File: src/hdl/sed_pkg.sv
// shared types, constants and helpers for the string escape decoder
package sed_pkg;

    localparam int LENGTH_BITS_DEF = 16;

    // scanner modes
    typedef enum logic [1:0] {
        MODE_PLAIN  = 2'd0,
        MODE_ESC    = 2'd1,
        MODE_DIGITS = 2'd2
    } t_scan_mode;

    // sticky status codes
    typedef enum logic [1:0] {
        ST_OK        = 2'd0,
        ST_BAD_ESC   = 2'd1,
        ST_BAD_OCTAL = 2'd2,
        ST_BAD_HEX   = 2'd3
    } t_status;

    // characters the scanner looks for
    localparam logic [7:0] CH_NUL       = 8'h00;
    localparam logic [7:0] CH_BACKSLASH = 8'h5C;
    localparam logic [7:0] CH_QUOTE     = 8'h22;
    localparam logic [7:0] CH_LOWER_E   = 8'h65;
    localparam logic [7:0] CH_LOWER_R   = 8'h72;
    localparam logic [7:0] CH_LOWER_N   = 8'h6E;
    localparam logic [7:0] CH_LOWER_X   = 8'h78;
    localparam logic [7:0] CH_ZERO      = 8'h30;
    localparam logic [7:0] CH_SEVEN     = 8'h37;
    localparam logic [7:0] CH_NINE      = 8'h39;
    localparam logic [7:0] CH_LOWER_A   = 8'h61;
    localparam logic [7:0] CH_LOWER_F   = 8'h66;
    localparam logic [7:0] CH_UPPER_A   = 8'h41;
    localparam logic [7:0] CH_UPPER_F   = 8'h46;

    // decoded values of the single-character escapes
    localparam logic [7:0] VAL_ESCAPE   = 8'h1B;
    localparam logic [7:0] VAL_CR       = 8'h0D;
    localparam logic [7:0] VAL_LF       = 8'h0A;

    // escape digit count after the first octal digit or after x
    localparam logic [1:0] DIGITS_START = 2'd2;

    function automatic logic is_octal(input logic [7:0] c);
        is_octal = (c >= CH_ZERO) && (c <= CH_SEVEN);
    endfunction

    function automatic logic is_hex(input logic [7:0] c);
        is_hex = ((c >= CH_ZERO) && (c <= CH_NINE)) ||
                 ((c >= CH_LOWER_A) && (c <= CH_LOWER_F)) ||
                 ((c >= CH_UPPER_A) && (c <= CH_UPPER_F));
    endfunction

    // letters a-f and A-F share low bits 1..6, add nine to get 10..15
    function automatic logic [3:0] hex_value(input logic [7:0] c);
        logic [3:0] v;
        if ((c >= CH_ZERO) && (c <= CH_NINE)) begin
            v = c[3:0];
        end else begin
            v = c[3:0] + 4'd9;
        end
        hex_value = v;
    endfunction

endpackage

File: src/hdl/sed_stream_if.sv
// valid/ready stream interfaces for source bytes and decoded words
interface sed_in_if;
    logic       valid;
    logic       ready;
    logic [7:0] in_byte;

    modport source (output valid, output in_byte, input ready);
    modport sink   (input valid, input in_byte, output ready);
endinterface

interface sed_out_if #(
    parameter int LENGTH_BITS = sed_pkg::LENGTH_BITS_DEF
);
    logic                   valid;
    logic                   ready;
    logic [7:0]             out_byte;
    logic                   end_of_string;
    logic [1:0]             status;
    logic [LENGTH_BITS-1:0] string_length;

    modport source (output valid, output out_byte, output end_of_string,
                    output status, output string_length, input ready);
    modport sink   (input valid, input out_byte, input end_of_string,
                    input status, input string_length, output ready);
endinterface

File: src/hdl/string_escape_decoder_unit.sv
// string escape decoder: removes backslash escapes from a byte stream
//
// usage
//   i_in  : one source byte per word; a zero byte ends the string
//   o_out : decoded words; a plain or decoded byte gives a word with
//           end_of_string low, status ok and string_length zero; the
//           terminating zero gives a word with end_of_string high, the
//           sticky status and the saturating length including the zero
//   a backslash, an x and every escape digit but the last give no word; after an
//   error the rest of the string gives no word until the terminator
//   path: an accepted byte waits in the input register, then passes the
//   scanner logic into the output register
//   throughput: one byte per cycle while the output is not stalled; the
//   scanner state is a small update that fits between the two registers
//   stall: when the output word is not taken, the input register and then
//   i_in.ready hold; ready goes low only while both registers are full and
//   the output is stalled
//   reset: synchronous active low, both registers empty, scanner in plain
//   text with no error and a zero count
module string_escape_decoder_unit #(
    parameter int LENGTH_BITS = sed_pkg::LENGTH_BITS_DEF
) (
    input  logic      i_clk,
    input  logic      i_rst_n,
    sed_in_if.sink    i_in,
    sed_out_if.source o_out
);
    import sed_pkg::*;

    // input register
    logic                   r_in_valid;
    logic [7:0]             r_in_byte;

    // scanner state
    t_scan_mode             r_mode,  n_mode;
    logic [7:0]             r_digit, n_digit;
    logic                   r_hex,   n_hex;
    logic [1:0]             r_left,  n_left;
    t_status                r_err,   n_err;
    logic [LENGTH_BITS-1:0] r_count, n_count;

    // output register
    logic                   r_out_valid;
    logic [7:0]             r_out_byte,  n_out_byte;
    logic                   r_out_eos,   n_out_eos;
    t_status                r_out_stat,  n_out_stat;
    logic [LENGTH_BITS-1:0] r_out_len,   n_out_len;

    logic                   emit;
    logic                   advance;
    logic [LENGTH_BITS-1:0] count_inc;
    logic [1:0]             left_dec;
    logic [7:0]             c;

    // the output register frees up whenever its word is taken
    assign advance    = !r_out_valid || o_out.ready;
    assign i_in.ready = !r_in_valid || advance;

    assign c         = r_in_byte;
    assign count_inc = (r_count != '1) ? r_count + 1'b1 : r_count;
    assign left_dec  = r_left - 2'd1;

    // scanner next state and result word
    always_comb begin
        n_mode     = r_mode;
        n_digit    = r_digit;
        n_hex      = r_hex;
        n_left     = r_left;
        n_err      = r_err;
        n_count    = r_count;
        emit       = 1'b0;
        n_out_byte = c;
        n_out_eos  = 1'b0;
        n_out_stat = ST_OK;
        n_out_len  = '0;

        if (c == CH_NUL) begin
            // terminator: report and start a fresh string
            emit       = 1'b1;
            n_out_byte = CH_NUL;
            n_out_eos  = 1'b1;
            n_out_stat = r_err;
            n_out_len  = count_inc;
            n_mode     = MODE_PLAIN;
            n_digit    = '0;
            n_hex      = 1'b0;
            n_left     = '0;
            n_err      = ST_OK;
            n_count    = '0;
        end else if (r_err == ST_OK) begin
            case (r_mode)
                MODE_ESC: begin
                    n_mode = MODE_PLAIN;
                    case (c)
                        CH_BACKSLASH: begin
                            emit       = 1'b1;
                            n_out_byte = CH_BACKSLASH;
                        end
                        CH_QUOTE: begin
                            emit       = 1'b1;
                            n_out_byte = CH_QUOTE;
                        end
                        CH_LOWER_E: begin
                            emit       = 1'b1;
                            n_out_byte = VAL_ESCAPE;
                        end
                        CH_LOWER_R: begin
                            emit       = 1'b1;
                            n_out_byte = VAL_CR;
                        end
                        CH_LOWER_N: begin
                            emit       = 1'b1;
                            n_out_byte = VAL_LF;
                        end
                        CH_LOWER_X: begin
                            n_digit = '0;
                            n_hex   = 1'b1;
                            n_left  = DIGITS_START;
                            n_mode  = MODE_DIGITS;
                        end
                        default: begin
                            if (is_octal(c)) begin
                                n_digit = {5'd0, c[2:0]};
                                n_hex   = 1'b0;
                                n_left  = DIGITS_START;
                                n_mode  = MODE_DIGITS;
                            end else begin
                                n_err = ST_BAD_ESC;
                            end
                        end
                    endcase
                    if (emit) begin
                        n_count = count_inc;
                    end
                end
                MODE_DIGITS: begin
                    if (r_hex && !is_hex(c)) begin
                        n_err  = ST_BAD_HEX;
                        n_mode = MODE_PLAIN;
                    end else if (!r_hex && !is_octal(c)) begin
                        n_err  = ST_BAD_OCTAL;
                        n_mode = MODE_PLAIN;
                    end else begin
                        if (r_hex) begin
                            n_digit = {r_digit[3:0], hex_value(c)};
                        end else begin
                            n_digit = {r_digit[4:0], c[2:0]};
                        end
                        n_left = left_dec;
                        if (left_dec == 2'd0) begin
                            n_mode     = MODE_PLAIN;
                            emit       = 1'b1;
                            n_out_byte = n_digit;
                            n_count    = count_inc;
                        end
                    end
                end
                default: begin
                    // plain text, also the unused mode code
                    if (c == CH_BACKSLASH) begin
                        n_mode = MODE_ESC;
                    end else begin
                        emit    = 1'b1;
                        n_count = count_inc;
                    end
                end
            endcase
        end
    end

    // input register
    always_ff @(posedge i_clk) begin
        if (!i_rst_n) begin
            r_in_valid <= 1'b0;
        end else if (i_in.ready) begin
            r_in_valid <= i_in.valid;
        end
        if (i_in.ready && i_in.valid) begin
            r_in_byte <= i_in.in_byte;
        end
    end

    // scanner state, updated as the held byte moves on
    always_ff @(posedge i_clk) begin
        if (!i_rst_n) begin
            r_mode  <= MODE_PLAIN;
            r_digit <= '0;
            r_hex   <= 1'b0;
            r_left  <= '0;
            r_err   <= ST_OK;
            r_count <= '0;
        end else if (r_in_valid && advance) begin
            r_mode  <= n_mode;
            r_digit <= n_digit;
            r_hex   <= n_hex;
            r_left  <= n_left;
            r_err   <= n_err;
            r_count <= n_count;
        end
    end

    // output register
    always_ff @(posedge i_clk) begin
        if (!i_rst_n) begin
            r_out_valid <= 1'b0;
        end else if (advance) begin
            r_out_valid <= r_in_valid && emit;
        end
        if (advance && r_in_valid && emit) begin
            r_out_byte <= n_out_byte;
            r_out_eos  <= n_out_eos;
            r_out_stat <= n_out_stat;
            r_out_len  <= n_out_len;
        end
    end

    assign o_out.valid         = r_out_valid;
    assign o_out.out_byte      = r_out_byte;
    assign o_out.end_of_string = r_out_eos;
    assign o_out.status        = r_out_stat;
    assign o_out.string_length = r_out_len;

`ifndef ASSERT_OFF
    // data words never carry a status or a length
    a_data_word_clean: assert property (@(posedge i_clk) disable iff (!i_rst_n)
        r_out_valid && !r_out_eos |-> r_out_stat == ST_OK && r_out_len == '0)
        else $error("data word with status or length");

    // once an error is pending the scanner sits in plain text
    a_err_plain: assert property (@(posedge i_clk) disable iff (!i_rst_n)
        r_err != ST_OK |-> r_mode == MODE_PLAIN)
        else $error("error pending outside plain mode");

    // inside an escape number there is always a digit still to come
    a_digits_left: assert property (@(posedge i_clk) disable iff (!i_rst_n)
        r_mode == MODE_DIGITS |-> r_left != 2'd0)
        else $error("digit mode with no digits left");

    // a held byte is kept while the output stalls
    a_in_hold: assert property (@(posedge i_clk) disable iff (!i_rst_n)
        r_in_valid && !advance |=> r_in_valid && $stable(r_in_byte))
        else $error("held byte lost during stall");

    // a terminator leaves a clean scanner for the next string
    a_eos_clears: assert property (@(posedge i_clk) disable iff (!i_rst_n)
        r_in_valid && advance && r_in_byte == CH_NUL
        |=> r_count == '0 && r_err == ST_OK && r_mode == MODE_PLAIN)
        else $error("state not cleared after terminator");
`endif

endmodule
File: src/flat_wrapper.sv
// flat-port wrapper written by rule: the top's interface ports become plain ports
module string_escape_decoder_unit_flat import sed_pkg::*;
#(
    parameter int LENGTH_BITS = sed_pkg::LENGTH_BITS_DEF
)
  (i_clk, i_rst_n, i_in_valid, i_in_in_byte, i_in_ready, o_out_valid, o_out_out_byte, o_out_end_of_string, o_out_status, o_out_string_length, o_out_ready);
  sed_in_if i_in_i ();
  sed_out_if #(.LENGTH_BITS(LENGTH_BITS)) o_out_i ();
  input  logic i_clk;
  input  logic i_rst_n;
  input wire logic [$bits(i_in_i.valid)-1:0] i_in_valid;
  input wire logic [$bits(i_in_i.in_byte)-1:0] i_in_in_byte;
  output wire logic [$bits(i_in_i.ready)-1:0] i_in_ready;
  output wire logic [$bits(o_out_i.valid)-1:0] o_out_valid;
  output wire logic [$bits(o_out_i.out_byte)-1:0] o_out_out_byte;
  output wire logic [$bits(o_out_i.end_of_string)-1:0] o_out_end_of_string;
  output wire logic [$bits(o_out_i.status)-1:0] o_out_status;
  output wire logic [$bits(o_out_i.string_length)-1:0] o_out_string_length;
  input wire logic [$bits(o_out_i.ready)-1:0] o_out_ready;
  assign i_in_i.valid = i_in_valid;
  assign i_in_i.in_byte = i_in_in_byte;
  assign i_in_ready = i_in_i.ready;
  assign o_out_valid = o_out_i.valid;
  assign o_out_out_byte = o_out_i.out_byte;
  assign o_out_end_of_string = o_out_i.end_of_string;
  assign o_out_status = o_out_i.status;
  assign o_out_string_length = o_out_i.string_length;
  assign o_out_i.ready = o_out_ready;
  string_escape_decoder_unit #(.LENGTH_BITS(LENGTH_BITS)) u_core (.i_clk(i_clk), .i_rst_n(i_rst_n), .i_in(i_in_i), .o_out(o_out_i));
endmodule
File: config.mk
export PLATFORM = sky130hd
export DESIGN_NAME = string_escape_decoder_unit_flat
export DESIGN_NICKNAME = d
export VERILOG_FILES = /design/src/hdl/sed_pkg.sv /design/src/hdl/sed_stream_if.sv /design/src/hdl/string_escape_decoder_unit.sv /design/src/flat_wrapper.sv
export SDC_FILE = /design/constraint.sdc
export NUM_CORES = 1
export LEC_CHECK = 0
export ABC_AREA = 1
export BUFFER_PORTS_ARGS = -buffer_cell sky130_fd_sc_hd__buf_2
export CORE_MARGIN = 1.5
export CORE_UTILIZATION = 35
export DETAILED_ROUTE_END_ITERATION = 10
export PLACE_DENSITY_LB_ADDON = 0.1
export SLEW_MARGIN = 15
export SYNTH_ARGS = -nofsm -noshare
export SYNTH_HDL_FRONTEND = slang
export SYNTH_SLANG_ARGS = --single-unit
File: constraint.sdc
create_clock -name i_clk -period 3.4 [get_ports i_clk]
set_input_delay 0.68 -clock i_clk [delete_from_list [all_inputs] [get_ports i_clk]]
set_output_delay 0.68 -clock i_clk [all_outputs]
set_load 0.05 [all_outputs]
# ---- After elaboration in Yosys (flattened, before gate mapping)
# Cells that the tools add are included.
dict set report classes {
  add_sub_neg 3
  n_mux 64
  n_lt_le_gt_ge 7
  n_eq_ne 21
  reduce_logical 34
}
# operator n
set op_table {}
lappend op_table {{$mux W16} 8}
lappend op_table {{$eq A8 B7 Y1 const B} 5}
lappend op_table {{$mux W8} 5}
lappend op_table {{$pmux W8 S5} 1}
lappend op_table {{$mux W2} 18}
lappend op_table {{$pmux W16 S2} 1}
lappend op_table {{$mux W5} 5}
lappend op_table {{$pmux W2 S2} 5}
lappend op_table {{$pmux W5 S2} 2}
lappend op_table {{$add A16 B1 Y16 const B} 1}
lappend op_table {{$ge A8 B7 Y1 const B} 2}
lappend op_table {{$le A8 B6 Y1 const B} 2}
lappend op_table {{$le A8 B7 Y1 const B} 2}
lappend op_table {{$ne A16 B16 Y1 const B} 1}
lappend op_table {{$pmux W8 S2} 1}
lappend op_table {{$mux W1} 15}
lappend op_table {{$ne A3 B2 Y1 const B} 5}
lappend op_table {{$reduce_and A7 Y1} 2}
lappend op_table {{$logic_and A1 B1 Y1} 10}
lappend op_table {{$eq A8 B6 Y1 const B} 1}
lappend op_table {{$ge A8 B6 Y1 const B} 1}
lappend op_table {{$logic_not A8 Y1} 1}
lappend op_table {{$ne A3 B1 Y1 const B} 2}
lappend op_table {{$reduce_and A6 Y1} 1}
lappend op_table {{other kinds (21)} 32}
dict set report word_totals {
  reg_bits 65
  inputBits 12
  output_inout_bits 29
  elab_cells 142
}

# ---- Logic depth before layout (Yosys ltp)
dict set report logic_depth {
  word_depth 11
  ltp_mapped 15
  mapped_depth_nobuf 15
}

# ---- Least setup slack after synthesis
# OpenSTA, ideal clock, no wires.
dict set report synth_timing {
  kind {register to register}
  from {reg u_core.r_in_byte[0], in the netlist u_core.c[0]}
  to {reg u_core.r_out_eos, in the netlist u_core.o_out.end_of_string (enable)}
  n_path_buf 2
  setup_ps 420
  path_slack_ps -37
  required_ps 2980
  stages_incl_launch_ff 9
  arrival_time_ps 3017
  period_less_slack_ps 3437
  path_cell_list {edfxtp_1 inv_1 ha_1 nand2_1 nor3_4 inv_2 clkbuf_1 clkbuf_1 a21oi_1}
}
dict set report synth_between {
  elab_chain_len 11
  word_cells_on_any_way 35
  classes_between {order compare: 7; eq/ne: 5; mux: 10; reduce/logical: 13}
}
# element line
set synth_rtl {}
lappend synth_rtl {{start, declared} string_escape_decoder_unit.sv:32} ;# logic [7:0] r_in_byte;
lappend synth_rtl {{start signal, assigned} string_escape_decoder_unit.sv:179} ;# r_in_byte <= i_in.in_byte;
lappend synth_rtl {{$ge A8 B6 Y1, or another cell as far along} {sed_pkg.sv:46, sed_pkg.sv:50}}
lappend synth_rtl {{$logic_and A1 B1 Y1 (on tied branches)} {sed_pkg.sv:50, sed_pkg.sv:51}}
lappend synth_rtl {{$logic_or A1 B1 Y1} sed_pkg.sv:50} ;# is_hex = ((c >= CH_ZERO) && (c <= CH_NINE)) ||
lappend synth_rtl {{$logic_or A1 B1 Y1} sed_pkg.sv:51} ;# ((c >= CH_LOWER_A) && (c <= CH_LOWER_F)) ||
lappend synth_rtl {{$logic_not A1 Y1} string_escape_decoder_unit.sv:137} ;# if (r_hex && !is_hex(c)) begin
lappend synth_rtl {{$logic_and A1 B1 Y1} string_escape_decoder_unit.sv:137}
lappend synth_rtl {{$mux W1} string_escape_decoder_unit.sv:137}
lappend synth_rtl {{$pmux W1 S2} string_escape_decoder_unit.sv:91} ;# case (r_mode)
lappend synth_rtl {{$mux W1} string_escape_decoder_unit.sv:90} ;# end else if (r_err == ST_OK) begin
lappend synth_rtl {{$mux W1 (*)} string_escape_decoder_unit.sv:77} ;# if (c == CH_NUL) begin
lappend synth_rtl {{$logic_and A1 B1 Y1 (*)} string_escape_decoder_unit.sv:209} ;# if (advance && r_in_valid && emit) begin
lappend synth_rtl {{end signal, assigned} string_escape_decoder_unit.sv:211} ;# r_out_eos <= n_out_eos;
lappend synth_rtl {{end, declared} string_escape_decoder_unit.sv:45} ;# logic r_out_eos, n_out_eos;
# Mark *: on every way between the ends. The rest lies on a longest branch, timed or not. The select of a mux whose other input is x is not followed.
# A chain may end at the register's enable or synchronous reset.

# ---- Final worst setup path
dict set report layout_timing {
  from {reg u_core.r_in_byte[0], in the netlist u_core.c[0]}
  to {reg u_core.r_count[8]}
}
dict set report layout_between {
  elab_chain_len 8
  word_cells_on_any_way 36
  classes_between {order compare: 7; eq/ne: 10; mux: 5; reduce/logical: 14}
}
# element line
set layout_rtl {}
lappend layout_rtl {{$eq A8 B6 Y1, or another cell as far along} string_escape_decoder_unit.sv:94} ;# case (c)
lappend layout_rtl {{$reduce_or A5 Y1 (no line), or another cell as far along} -}
lappend layout_rtl {{$mux W1 or $logic_or A1 B1 Y1 (tied branches)} {string_escape_decoder_unit.sv:94, sed_pkg.sv:50}}
lappend layout_rtl {{$mux W1 or $logic_or A1 B1 Y1 (tied branches)} {string_escape_decoder_unit.sv:91, sed_pkg.sv:51}}
lappend layout_rtl {{$mux W1 or $logic_not A1 Y1 (tied branches)} {string_escape_decoder_unit.sv:90, string_escape_decoder_unit.sv:137}}
lappend layout_rtl {{$mux W1 or $logic_and A1 B1 Y1 (tied branches)} {string_escape_decoder_unit.sv:77, string_escape_decoder_unit.sv:137}}
lappend layout_rtl {{$ne A3 B1 Y1 (no line) or $ne A3 B2 Y1 (tied branches)} -}
lappend layout_rtl {{$reduce_and A7 Y1 (no line)} -}
lappend layout_rtl {{end signal, assigned} string_escape_decoder_unit.sv:198} ;# r_count <= n_count;
lappend layout_rtl {{end, declared} string_escape_decoder_unit.sv:40} ;# logic [LENGTH_BITS-1:0] r_count, n_count;
# Parallel ways exist; a longest one is shown, timed or not. The select of a mux whose other input is x is not followed.

==> results.sh <==
export IMPL_run_status="finished clean"
export IMPL_row_count=38
export IMPL_maxCapViolCount=0
export IMPL_synth_cell_type_count=33
export IMPL_clock_latency_ps=340
export IMPL_crit_reg2reg_capture="u_core.r_count[8]$_SDFFE_PN0P_"
export IMPL_fin_worst_skew_ps=5.94
export IMPL_final_setup_tns_ps=0
export IMPL_period_share_pct=85.6
export IMPL_path_clk_slew_ps=80
export IMPL_syn_to_final_growth_pct=14.4
export IMPL_cts_tree="done"
export IMPL_layout_common_cells="nand2_1 (125), nor2_1 (80), inv_1 (64), buf_2 (40), a21oi_1 (39)"
export IMPL_cp_max_fo=22
export IMPL_final_antenna_net_count=0
export IMPL_antenna_cells=0
export IMPL_r2r_slack_ps=490
export IMPL_synth_cells=545
export IMPL_rr_worst_depth=12
export IMPL_rsz0062_at_grt="no"
export IMPL_cts_resized=0
export IMPL_grt_remaining_overflow=0
export IMPL_hold_buffers=0
export IMPL_core_area_sq_um=10800
export IMPL_htreeDepth=3
export IMPL_min_to="u_core.r_left[1]$_SDFFE_PN0P_"
export IMPL_grtUsageTotal_pct=18.8
export IMPL_avgRoutedWirePerCell_microns=14.4
export IMPL_r2r_start="u_core.c[0]$_DFFE_PP_"
export IMPL_setup_worst_path_start_class="register"
export IMPL_die_area_sq_um=11800
export IMPL_layout_commonest_cell="nand2_1"
export IMPL_via_per_inst=5.03
export IMPL_start_util_pct=36.0
export IMPL_die_w_microns=109
export IMPL_arrival_ps=3120
export IMPL_hold_class="reg -> reg"
export IMPL_grt_max_degree=28
export IMPL_finalPower_mw=1.88
export IMPL_hold_path_depth=2
export IMPL_ys_seq_elements=65
export IMPL_antenna_found_initial=0
export IMPL_drv_slew=0
export IMPL_clockBufferDepth=2
export IMPL_root_buffer="clkbuf_8"
export IMPL_setup_violations=0
export IMPL_place_port_buffers=40
export IMPL_grt_pass1_wl_microns=17200
export IMPL_hold_violations=0
export IMPL_hpwl_microns=7850
export IMPL_drtPass1Iterations=5
export IMPL_pin_count=41
export IMPL_power_leakage_nw=1.94
export IMPL_worstSetupPathType="reg -> reg"
export IMPL_syn_num_nets=565
export IMPL_ir_worst_vdd_uv=215
export IMPL_crit_required_ps=3610
export IMPL_wl_microns=10400
export IMPL_grt_pass1_vias=3441
export IMPL_fin_nets=601
export IMPL_fp_dieH_microns=109
export IMPL_synth_edf_count=35
export IMPL_drc=0
export IMPL_synthArstFlopShare_pct=0
export IMPL_drtIter0Drc=312
export IMPL_avgSynthCellArea_sq_um=7.15
export IMPL_relSlewSlack_pct=51.9
export IMPL_drive_above_1_share_pct=14.8
export IMPL_numCtsBuffers=9
export IMPL_synth_area_sq_um=3900
export IMPL_via_count=3649
export IMPL_hold_start="u_core.r_left[1]$_SDFFE_PN0P_"
export IMPL_critPathCaptureType="register"
export IMPL_ff_latch_area_sq_um=1650
export IMPL_power_density_nw_per_um2=421
export IMPL_finalCriticalPeriod_ps=2910
export IMPL_fillCellCount=1144
export IMPL_post_cts_buffers=0
export IMPL_gp_congestion=0.921
export IMPL_fmax_mhz=344
export IMPL_synth_ff_type="edfxtp_1"
export IMPL_multi_input_area_sq_um=1890
export IMPL_yosysSeqAreaShare_pct=42.4
export IMPL_cts_sinks=65
export IMPL_ys_warn_count=0
export IMPL_tightest_slew_ps=717
-- power by group --
group	leakage, nW	switching [mW]	total [mW]	internal [mW]
clock network	0.113	0.322	0.812	0.490
registers	0.584	0.0200	0.875	0.855
logic	1.25	0.142	0.191	0.0498
-- cell usage after synthesis (4+ instances only) --
library cell	count	area, sq um
nand3_1	33	165
ha_1	8	100
nand4_1	20	125
inv_2	7	26.3
dfxtp_1	30	601
nand2_1	125	469
nand2_2	5	31.3
o21ai_0	29	145
clkbuf_1	13	48.8
a21oi_1	40	200
edfxtp_1	35	1050
nor3_1	8	40.0
o21ai_1	8	40.0
xor2_1	4	35.0
nor2_1	80	300
inv_1	64	240
-- per-layer routing --
layer	wire, microns	track usage, %	share of wire (%)	up-vias
met5	0	0	0	-
met4	146	6.11	1.4	0
met3	728	4.34	7.0	13
met2	4080	25.6	39	128
met1	5480	28.7	52	1648
li1	-	-	-	1860
-- registers in the layout, indices dropped and copies added, names as in the netlist --
| signal | count |
|---|---|
| u_core.o_out.out_byte | 8 |
| u_core.r_left | 2 |
| u_core.r_hex | 1 |
| u_core.r_err | 2 |
| u_core.r_count | 16 |
| u_core.o_out.end_of_string | 1 |
| u_core.o_out.status | 2 |
| u_core.r_mode | 2 |
| u_core.c | 8 |
| u_core.o_out.string_length | 16 |
| u_core.r_digit | 5 |
| u_core.r_in_valid | 1 |
| u_core.o_out.valid | 1 |
-- kinds of logic (layout without fill, tap and decap cells) --
family | Yosys count | count (layout) | share of synthesized area (%)
adder cells (fa/ha/maj) | 8 | 8 | 2.57
flip-flops | 65 | 65 | 42.4
buffers and inverters | 91 | 132 | 9.34
AND/OR/NAND/NOR | 286 | 286 | 32.3
AO/OA/AOI/OAI | 90 | 90 | 12.4
XOR/XNOR | 5 | 5 | 1.12
-- how the worst max path moves through the flow --
stage,from,cells after the start,to,slack (ps)
3_3_place_gp,u_core.c[0]$_DFFE_PP_,11,u_core.r_count[15]$_SDFFE_PN0P_,610
5_1_grt,u_core.c[0]$_DFFE_PP_,10,u_core.r_count[15]$_SDFFE_PN0P_,230
2_1_floorplan,u_core.c[0]$_DFFE_PP_,8,u_core.o_out.end_of_string$_DFFE_PP_,560
3_5_place_dp,u_core.c[0]$_DFFE_PP_,11,u_core.r_count[7]$_SDFFE_PN0P_,570
6_report,u_core.c[0]$_DFFE_PP_,12,u_core.r_count[8]$_SDFFE_PN0P_,490
4_1_cts,u_core.c[0]$_DFFE_PP_,11,u_core.r_count[7]$_SDFFE_PN0P_,570
-- worst max-delay path: stages (launching register included) --
cell,delay (ps)
edfxtp_1,490
inv_1,200
ha_1,260
nand3b_1,150
nand3_2,130
nand2_2,120
nor2_1,70
nand2_2,110
nand2_1,90
nand2_1,330
nand3_2,490
o21ai_1,290
nor2_1,50
-- stage by stage --
step,setup slack [ps],cells,hold WS (ps),util (%),instance area [sq um]
floorplan,555,545,433,-,3900
global placement,614,710,449,38.9,4220
detailed placement,567,710,457,38.9,4220
CTS,569,726,469,41.1,4460
global route,232,726,494,41.1,4460
finish,490,726,476,41.1,4460
-- layout make-up --
cell class | count | area share, %
Tap cell | 140 | 3.93
Clock inverter | 6 | 2.55
Multi-Input combinational cell | 389 | 42.3
Timing Repair Buffer | 45 | 5.33
Clock buffer | 10 | 2.86
Sequential cell | 65 | 37.0
Inverter | 71 | 5.98
No activity file was read; power rests on OpenSTA's default activity.
